`src/rtl/psv_pkg.sv`:
```
// ----------------------------------------------------------------------------
// psv_pkg
// Shared types and fixed constants of the pipelined prime sieve.
// ----------------------------------------------------------------------------
package psv_pkg;

	// width of the candidate and value_out fields on the stream ports
	localparam int unsigned FIELD_W = 16;

	// controller phases
	typedef enum logic [1:0] {
		ST_IDLE,
		ST_DIVIDE,
		ST_SWEEP,
		ST_DONE
	} state_t;

	// per-cycle commands broadcast to every filter cell
	typedef struct packed {
		logic clear;   // restart the remainder at zero
		logic step;    // take one dividend bit into the remainder
		logic bit_in;  // dividend bit, most significant first
	} cell_cmd_t;

endpackage

```
`src/rtl/psv_cell.sv`:
```
// ----------------------------------------------------------------------------
// psv_cell
// One filter cell: holds one stored prime, forms candidate mod prime one bit
// per cycle and passes a registered divisibility flag to its neighbor.
// ----------------------------------------------------------------------------
module psv_cell #(
	parameter int unsigned VALUE_BITS = 16
) (
	input  logic                    clk,
	input  logic                    arst_n,
	input  psv_pkg::cell_cmd_t      cmd,
	input  logic                    valid,
	input  logic                    wr_en,
	input  logic [VALUE_BITS-1:0]   wr_data,
	input  logic                    hit_in,
	output logic                    hit_out
);

	logic [VALUE_BITS-1:0] prime_q;
	logic [VALUE_BITS-1:0] rem_q;
	logic                  hit_q;
	logic [VALUE_BITS:0]   rem_shift;
	logic [VALUE_BITS:0]   rem_sub;
	logic [VALUE_BITS-1:0] rem_next;

	// restoring remainder step: shift in one bit, subtract the prime if it fits
	always_comb begin
		rem_shift = {rem_q, cmd.bit_in};
		rem_sub   = rem_shift - {1'b0, prime_q};
		if (rem_shift >= {1'b0, prime_q}) begin
			rem_next = rem_sub[VALUE_BITS-1:0];
		end else begin
			rem_next = rem_shift[VALUE_BITS-1:0];
		end
	end

	always_ff @(posedge clk) begin
		if (wr_en) begin
			prime_q <= wr_data;
		end
		if (cmd.clear) begin
			rem_q <= '0;
		end else if (cmd.step) begin
			rem_q <= rem_next;
		end
	end

	// the flag only counts for a cell that holds a prime
	always_ff @(posedge clk or negedge arst_n) begin
		if (!arst_n) begin
			hit_q <= 1'b0;
		end else begin
			hit_q <= hit_in | (valid & (rem_q == '0));
		end
	end

	assign hit_out = hit_q;

endmodule

```
`src/rtl/pipelined_prime_sieve.sv`:
```
// ----------------------------------------------------------------------------
// pipelined_prime_sieve
// Prime sieve built as a row of filter cells, one per stored prime.
// ----------------------------------------------------------------------------
//
//  channel | direction | handshake         | payload, lowest bits first
//  --------+-----------+-------------------+-----------------------------------------
//  s_axis  | in        | s_tvalid/s_tready | s_tdata[15:0] candidate
//  m_axis  | out       | m_tvalid/m_tready | m_tdata[15:0] value_out; m_tuser new, ovf
//
//  One item runs through the phases in order: the bit-serial remainder in
//  every cell at once (DIVIDE), the divisibility flag rippling down the cell
//  row (SWEEP), the commit (DONE), and an idle state to take the next item.
//  Reset clears the prime count and the output valid; stored primes need no
//  clearing since only cells below the count take part.
//  A result not yet taken holds in the output register; the next item is
//  still accepted and runs, and only its commit waits for the output to free.
// ----------------------------------------------------------------------------
module pipelined_prime_sieve #(
	parameter int unsigned MAX_PRIMES = 16,
	parameter int unsigned VALUE_BITS = 16
) (
	input  logic                          clk,
	input  logic                          arst_n,
	input  logic                          s_tvalid,
	output logic                          s_tready,
	input  logic [psv_pkg::FIELD_W-1:0]   s_tdata,   // [15:0] candidate
	output logic                          m_tvalid,
	input  logic                          m_tready,
	output logic [psv_pkg::FIELD_W-1:0]   m_tdata,   // [15:0] value_out
	output logic [1:0]                    m_tuser    // [0] new_prime, [1] store_overflow
);

	localparam int unsigned CNT_W = $clog2(MAX_PRIMES + 1);
	localparam int unsigned DIV_W = $clog2(VALUE_BITS + 1);

	psv_pkg::state_t state_q, state_next;

	logic [VALUE_BITS-1:0]     val_q;      // masked candidate under test
	logic [VALUE_BITS-1:0]     shift_q;    // dividend bits, MSB first
	logic [DIV_W-1:0]          div_cnt_q;
	logic [CNT_W-1:0]          sweep_cnt_q;
	logic [CNT_W-1:0]          count_q;    // number of stored primes

	logic                      s_fire;
	logic                      commit;
	logic                      survivor;
	logic                      store_full;
	psv_pkg::cell_cmd_t        cmd;

	logic [MAX_PRIMES:0]       hit_chain;
	logic [MAX_PRIMES-1:0]     cell_valid;
	logic [MAX_PRIMES-1:0]     cell_wr;

	logic [psv_pkg::FIELD_W-1:0] out_data_q;
	logic                        out_new_q;
	logic                        out_over_q;
	logic                        out_valid_q;

	assign s_tready = (state_q == psv_pkg::ST_IDLE);
	assign s_fire   = s_tvalid & s_tready;

	// a candidate below two is never a survivor, whatever the cells say
	assign survivor   = (val_q >= VALUE_BITS'(2)) & ~hit_chain[MAX_PRIMES];
	assign store_full = (count_q == CNT_W'(MAX_PRIMES));

	// ---- next state and cell commands
	always_comb begin
		state_next = state_q;
		commit     = 1'b0;
		cmd.clear  = s_fire;
		cmd.step   = 1'b0;
		cmd.bit_in = shift_q[VALUE_BITS-1];
		case (state_q)
			psv_pkg::ST_IDLE: begin
				if (s_fire) begin
					state_next = psv_pkg::ST_DIVIDE;
				end
			end
			psv_pkg::ST_DIVIDE: begin
				cmd.step = 1'b1;
				if (div_cnt_q == DIV_W'(VALUE_BITS - 1)) begin
					state_next = psv_pkg::ST_SWEEP;
				end
			end
			psv_pkg::ST_SWEEP: begin
				if (sweep_cnt_q == CNT_W'(MAX_PRIMES - 1)) begin
					state_next = psv_pkg::ST_DONE;
				end
			end
			psv_pkg::ST_DONE: begin
				// hold until the output register is free
				if (!out_valid_q || m_tready) begin
					commit     = 1'b1;
					state_next = psv_pkg::ST_IDLE;
				end
			end
			default: begin
				state_next = psv_pkg::ST_IDLE;
			end
		endcase
	end

	always_ff @(posedge clk or negedge arst_n) begin
		if (!arst_n) begin
			state_q <= psv_pkg::ST_IDLE;
		end else begin
			state_q <= state_next;
		end
	end

	// ---- candidate and phase counters
	always_ff @(posedge clk) begin
		if (s_fire) begin
			val_q   <= VALUE_BITS'(s_tdata);
			shift_q <= VALUE_BITS'(s_tdata);
		end else if (cmd.step) begin
			shift_q <= shift_q << 1;
		end
	end

	always_ff @(posedge clk or negedge arst_n) begin
		if (!arst_n) begin
			div_cnt_q   <= '0;
			sweep_cnt_q <= '0;
		end else begin
			if (state_q == psv_pkg::ST_DIVIDE) begin
				div_cnt_q <= div_cnt_q + 1'b1;
			end else begin
				div_cnt_q <= '0;
			end
			if (state_q == psv_pkg::ST_SWEEP) begin
				sweep_cnt_q <= sweep_cnt_q + 1'b1;
			end else begin
				sweep_cnt_q <= '0;
			end
		end
	end

	// ---- prime count: advance when a survivor is appended
	always_ff @(posedge clk or negedge arst_n) begin
		if (!arst_n) begin
			count_q <= '0;
		end else if (commit && survivor && !store_full) begin
			count_q <= count_q + 1'b1;
		end
	end

	// ---- cell row; the flag enters clear at the head and ripples one cell a cycle
	assign hit_chain[0] = 1'b0;

	for (genvar i = 0; i < MAX_PRIMES; i++) begin : g_cell
		assign cell_valid[i] = (count_q > CNT_W'(i));
		assign cell_wr[i]    = commit & survivor & (count_q == CNT_W'(i));

		psv_cell #(
			.VALUE_BITS (VALUE_BITS)
		) u_cell (
			.clk     (clk),
			.arst_n  (arst_n),
			.cmd     (cmd),
			.valid   (cell_valid[i]),
			.wr_en   (cell_wr[i]),
			.wr_data (val_q),
			.hit_in  (hit_chain[i]),
			.hit_out (hit_chain[i+1])
		);
	end

	// ---- output register
	always_ff @(posedge clk) begin
		if (commit) begin
			out_data_q <= psv_pkg::FIELD_W'(val_q);
			out_new_q  <= survivor & ~store_full;
			out_over_q <= survivor & store_full;
		end
	end

	always_ff @(posedge clk or negedge arst_n) begin
		if (!arst_n) begin
			out_valid_q <= 1'b0;
		end else if (commit) begin
			out_valid_q <= 1'b1;
		end else if (m_tready) begin
			out_valid_q <= 1'b0;
		end
	end

	assign m_tvalid = out_valid_q;
	assign m_tdata  = out_data_q;
	assign m_tuser  = {out_over_q, out_new_q};

endmodule
```
`config.mk`:
```
export PLATFORM = sky130hd
export DESIGN_NAME = pipelined_prime_sieve
export DESIGN_NICKNAME = d
export VERILOG_FILES = /design/src/rtl/psv_pkg.sv /design/src/rtl/psv_cell.sv /design/src/rtl/pipelined_prime_sieve.sv
export SDC_FILE = /design/constraint.sdc
export NUM_CORES = 2
export LEC_CHECK = 0
export BUFFER_PORTS_ARGS = -buffer_cell sky130_fd_sc_hd__buf_2
export CAP_MARGIN = 20
export CORE_ASPECT_RATIO = 1.5
export CORE_MARGIN = 4
export CORE_UTILIZATION = 45
export DETAILED_ROUTE_END_ITERATION = 16
export GPL_ROUTABILITY_DRIVEN = 0
export PLACE_DENSITY = 0.64
export RECOVER_POWER = 25
export SYNTH_ARGS = -nofsm -noshare
export SYNTH_HDL_FRONTEND = slang
export SYNTH_SLANG_ARGS = --single-unit
```
`constraint.sdc`:
```
create_clock -name clk -period 8.4 [get_ports clk]
set_clock_uncertainty 0.05 [all_clocks]
set_input_delay 0.84 -clock clk [delete_from_list [all_inputs] [get_ports clk]]
set_output_delay 0.84 -clock clk [all_outputs]
set_load 0.01 [all_outputs]
```
# Word level (Yosys, flattened, before mapping)
# Cells that the tools add are included.
[totals]
register_bits = 596
in_bits = 20
out_inout_bits = 20
elab_cells = 245
[op_classes]
addsub = 19
magnitude_cmp = 33
eq_ne = 25
muxes = 30
bitwise_logic = 54
reduce_logical = 26
[op_table]
columns = ["operator", "count"]
rows = [
  ["$mux W16", 18],
  ["$ge A17 B16 Y1", 16],
  ["$logic_not A16 Y1", 16],
  ["$sub A16 B16 Y16", 16],
  ["$eq A5 B4 Y1 const B", 10],
  ["$gt A5 B4 Y1 const B", 8],
  ["$and A1 B1 Y1", 37],
  ["$eq A5 B3 Y1 const B", 4],
  ["$gt A5 B3 Y1 const B", 4],
  ["$ge A16 B2 Y1 const B", 1],
  ["$add A5 B1 Y5 const B", 3],
  ["$or A1 B1 Y1", 15],
  ["$eq A5 B2 Y1 const B", 2],
  ["$gt A5 B1 Y1 const B", 2],
  ["$gt A5 B2 Y1 const B", 2],
  ["$mux W5", 2],
  ["$mux W2", 4],
  ["$pmux W2 S4", 1],
  ["$ne A2 B2 Y1 const B", 3],
  ["$eq A5 B1 Y1 const B", 1],
  ["$eq A5 B5 Y1 const B", 1],
  ["$logic_not A5 Y1", 1],
  ["$mux W1", 5],
  ["$eq A2 B2 Y1 const B", 2],
  ["9 further kinds", 13],
]

# Longest topological paths before layout
[depth]
depth_word = 6
depth_mapped = 13
depth_no_buf = 12

# Modules after synthesis
# Synthesis repeated with hierarchy kept, for this count alone.
[hier_totals]
hier_cells = 4218
area_unflattened_um2 = 39217.6
[by_module_without_submodules]
columns = ["mod", "n_inst", "cells_per_inst", "area_per_inst_um2", "seq_area_each_um2"]
rows = [
  ["psv_cell", 16, 250, 2260.9, 825.8],
  ["pipelined_prime_sieve", 1, 218, 3042.9, 1951.9],
]

# Least setup slack after synthesis
# Ideal clock, no wire load.
[synth_timing]
kind = "input-to-reg"
from = "input m_tready"
to = "register g_cell[14].u_cell.prime_q[0], enable pin"
setup_time_ps = 409
arrival_ps = 3319
required_time_ps = 7941
slack_ps = 4622
path_stages = 6
n_path_buf = 1
cell_sequence = "nand2b_1 -> and2_1 -> and2_1 -> clkbuf_1 -> nand3_1 -> nor3_1"
[synth_via]
elab_chain_cells = 5
[synth_lines]
columns = ["element", "line_no", "rtl"]
rows = [
  ["start: declaration", "pipelined_prime_sieve.sv:29", "input logic m_tready,"],
  ["$logic_or A1 B1 Y1", "pipelined_prime_sieve.sv:93", "if (!out_valid_q || m_tready) begin"],
  ["$mux W1", "pipelined_prime_sieve.sv:93", ""],
  ["$mux W1", "pipelined_prime_sieve.sv:74", "case (state_q)"],
  ["net commit", "pipelined_prime_sieve.sv:46", "logic commit;"],
  ["$and A1 B1 Y1 (2 in series)", "pipelined_prime_sieve.sv:154", "assign cell_wr[i] = commit & survivor & (count_q == CNT_W'(i));"],
  ["net g_cell[14].u_cell.wr_en", "psv_cell.sv:13", "input logic wr_en,"],
  ["end signal: assignment", "psv_cell.sv:39", "prime_q <= wr_data;"],
  ["end: declaration", "psv_cell.sv:19", "logic [VALUE_BITS-1:0] prime_q;"],
]
# The timed path passes the listed nets, and every way through them passes these cells.
# A chain may end at the register's enable or synchronous reset.

# Final worst setup path
[layout_timing]
from = "register val_q[7]"
to = "register g_cell[0].u_cell.prime_q[15], enable pin"
[layout_via]
elab_chain_cells = 4
[layout_lines]
columns = ["element", "line_no", "rtl"]
rows = [
  ["start: declaration", "pipelined_prime_sieve.sv:39", "logic [VALUE_BITS-1:0] val_q;"],
  ["start signal: assignment", "pipelined_prime_sieve.sv:115", "val_q <= VALUE_BITS'(s_tdata);"],
  ["$ge A16 B2 Y1", "pipelined_prime_sieve.sv:64", "assign survivor = (val_q >= VALUE_BITS'(2)) & ~hit_chain[MAX_PRIMES];"],
  ["$and A1 B1 Y1", "pipelined_prime_sieve.sv:64", ""],
  ["$and A1 B1 Y1 (2 in series)", "pipelined_prime_sieve.sv:154", ""],
  ["net g_cell[0].u_cell.wr_en", "psv_cell.sv:13", ""],
  ["end signal: assignment", "psv_cell.sv:39", ""],
  ["end: declaration", "psv_cell.sv:19", ""],
]
# The timed path passes the listed nets, and every way through them passes these cells.

==> results.md <==
* Post-Syn Area at 0.03496 sq mm
* Crit Path Max Fanout at 18
* Final Cell Area at 0.03840 sq mm
* Storage element area at 0.01516 sq mm
* Req. time, crit path at 8.59 ns
* Reg2Reg Depth at 5
* Fin. max-slew vios at 281
* RSZ-0062 raised after global routing: false
* Pwr dens at 403.8 mW/mm^2
* Commonest non-fill, non-tap cell in the layout: inv_1
* Worst Setup Start Kind: register
* Rel. slew slack at -0.5504
* CP max-delay cell: clkbuf_1
* Initial core utilization at 0.4562
* Worst endpoint data arrival time at 4.56 ns
* WHS Path Cells at 1
* # IOs at 40
* VDD IR-drop max at 592.0 uV
* Gr usage total at 0.2173
* Utilization after layout at 0.5010
* Antenna viol nets, final at 0
* Most frequent cells in the layout: inv_1, a21oi_1, edfxtp_1
* IO Port Bufs at 39
* Initial DRC count at 1,894
* Failing checks: capacitance limit, slew limit
* Post-CTS Resized at 0
* Top FF cell, synth: edfxtp_1
* # H-tree levels at 2
* Setup TNS at 0 ns
* Die width at 235.6 um
* Initial antenna violation count at 6
* Hold_sp: s_tdata[3]
* FMAX at 0.2291 GHz
* Core ar. at 0.07664 sq mm
* Worst-Skew Late Latency at 0.65 ns
* Hold Worst Slack at 0.3317 ns
* Fin crit share at 0.5197
* Unique masters post-synth at 89
* Crit-path cells: clkbuf_1 > nor4_1 > a41oi_1 > and2_1 > and3_1
* Clock-pin slew on the worst setup and hold paths at 0.07 ns
* Number of global-route vias before repair at 26,850
* Worst Hold Endpoint: val_q[3]
* CTS Buf Count at 61
* # DRC at 0
* Final hold vios at 0
* Ant. Diodes at 0
* DP HPWL at 59,710 um
* Layout Cells excl Fill at 4,708
* Reg2Reg Launch Point: val_q[7]
* Num Clock Sinks at 596
* Synth warnings at 0
* Sequential element share of the synthesized area at 0.4337
* Share of cells above drive strength 1 at 0.06324
* RR Endpoint: g_cell[0].u_cell.prime_q[15]
* Area of the multi-input gates at 0.01810 sq mm
* Max_cap viols at 14
* P&R area growth vs syn at 9.831%
* Fill count at 7,119
* Wire length per cell at 19.47 um
* Die ar. at 0.08231 sq mm
* Leak at 16.26 nW
* Die Y at 349.4 um
* Status: finished with violations
* Root buffer cell: clkbuf_16
* Syn_nets at 3,927
* Post-synth ARST share at 0.05705
* Post-synthesis register bit count at 596
* Hold Buf Count CTS at 0
* Max Buffers Root-to-Sink at 3
* Post-CTS Setup Bufs at 0
* CP Class: reg -> reg
* Placed cell count at 4,587
* GRT overflow at 0
* Worst Hold Class: in -> reg
* CTS tree: built
* Period minus WS final at 4.366 ns
* Cells after synthesis at 3,622
* Crit. End Element: register
* Final setup fails at 0
* Largest net degree at the start of global routing at 252
* Post-DR vias/cell at 5.748
* Tightest Pin Transition at 2.326 ns
* Nets at 3,952
* TritonRoute pass-1 iters at 6
* EDFF count, synth at 306
* Via count at 27,060
* Synthesized area per cell at 9.653 sq um
* Final wirelength at 91,660 um
* Placed Area at 0.03628 sq mm
* First-pass GRT wire length at 144,300 um
* Cell Rows at 124
* Largest stage delay, worst path at 1.65 ns
* R2r setup slk at 4.03 ns
[final cells by class]
cell class | instances | area share
multi-input combinational | 2576 | 0.4714
timing repair buffer | 85 | 0.01385
clock buffer | 74 | 0.04317
clock inverter | 42 | 0.01183
tap | 1008 | 0.03284
inverter | 327 | 0.03196
sequential | 596 | 0.3949
[logic make-up (layout without fill, tap and decap cells)]
family	count (synthesis)	in the layout	share of synthesized area
adder cells (fa/ha/maj)	285	285	0.1054
XOR/XNOR	194	194	0.04860
flip-flops	596	596	0.4337
multiplexers	182	182	0.05243
AO/OA/AOI/OAI	1059	1059	0.1901
buffers and inverters	450	528	0.05103
AND/OR/NAND/NOR	856	856	0.1187
[per-layer routing]
metal | track usage | vias up | wire length [um]
li1 | - | 13280 | -
met1 | 0.2589 | 13000 | 37560
met2 | 0.3931 | 590 | 45790
met3 | 0.03011 | 188 | 4144
met4 | 0.09246 | 0 | 4157
met5 | 0 | - | 0
[sequential cells by signal (all words and copies together), names as in the netlist, 2 cells and up]
signal and cells:
g_cell.u_cell.prime_q 256, g_cell.u_cell.rem_q 256, g_cell.u_cell.hit_out 16, m_tdata 16, shift_q 16, val_q 16
count_q 5, div_cnt_q 5, sweep_cnt_q 5, state_q 2
[critical path, delay by kind of cell (launching register included)]
family                 cells  cell delay [ns]
DFF                        1             0.32
AOI/OAI and AO/OA          1             0.53
and+or+nand+nor            3             1.37
buffers and inverters      1             1.65
[synthesized netlist by cell type, types with 81 or more instances]
cell	instances	area (sq um)
a21oi_1	323	1617
clkbuf_1	92	345.3
dfxtp_1	256	5125
edfxtp_1	306	9189
ha_1	269	3366
inv_1	326	1224
mux2i_1	173	1732
nand2_1	264	991.0
nand3_1	81	405.4
nor2_1	177	664.4
o21ai_0	294	1471
xnor2_1	112	980.9
xor2_1	82	718.2
[how the worst max path moves through the flow]
stage                      from                       endpoint  slack [ns]  depth (start not counted)
detailed placement     m_tready  g_cell[14].u_cell.prime_q[10]        4.37                          6
floorplan              m_tready   g_cell[14].u_cell.prime_q[0]        4.62                          6
finish                 val_q[7]   g_cell[0].u_cell.prime_q[15]        4.03                          5
global placement       m_tready  g_cell[14].u_cell.prime_q[14]        4.42                          6
global route          val_q[10]    g_cell[3].u_cell.prime_q[4]        3.86                          5
CTS                 shift_q[15]     g_cell[15].u_cell.rem_q[0]        4.39                         11
[where the power goes]
group	total (W)	internal (W)	switching (W)	leakage (nW)
Combinational	0.00794	0.00329	0.00466	9.88
Clock	0.00286	0.00164	0.00122	1.01
Sequential	0.00470	0.00392	0.000781	5.37
[through the flow]
stage / setup WS (ns) / power (W)
final: 4.034 / 0.01551
after floorplan: 4.622 / 0.01073
after global placement: 4.420 / 0.01254
after CTS: 4.392 / 0.01556
after detailed placement: 4.374 / 0.01265
after global routing: 3.860 / 0.01675
(Power assumes the default switching activity.)
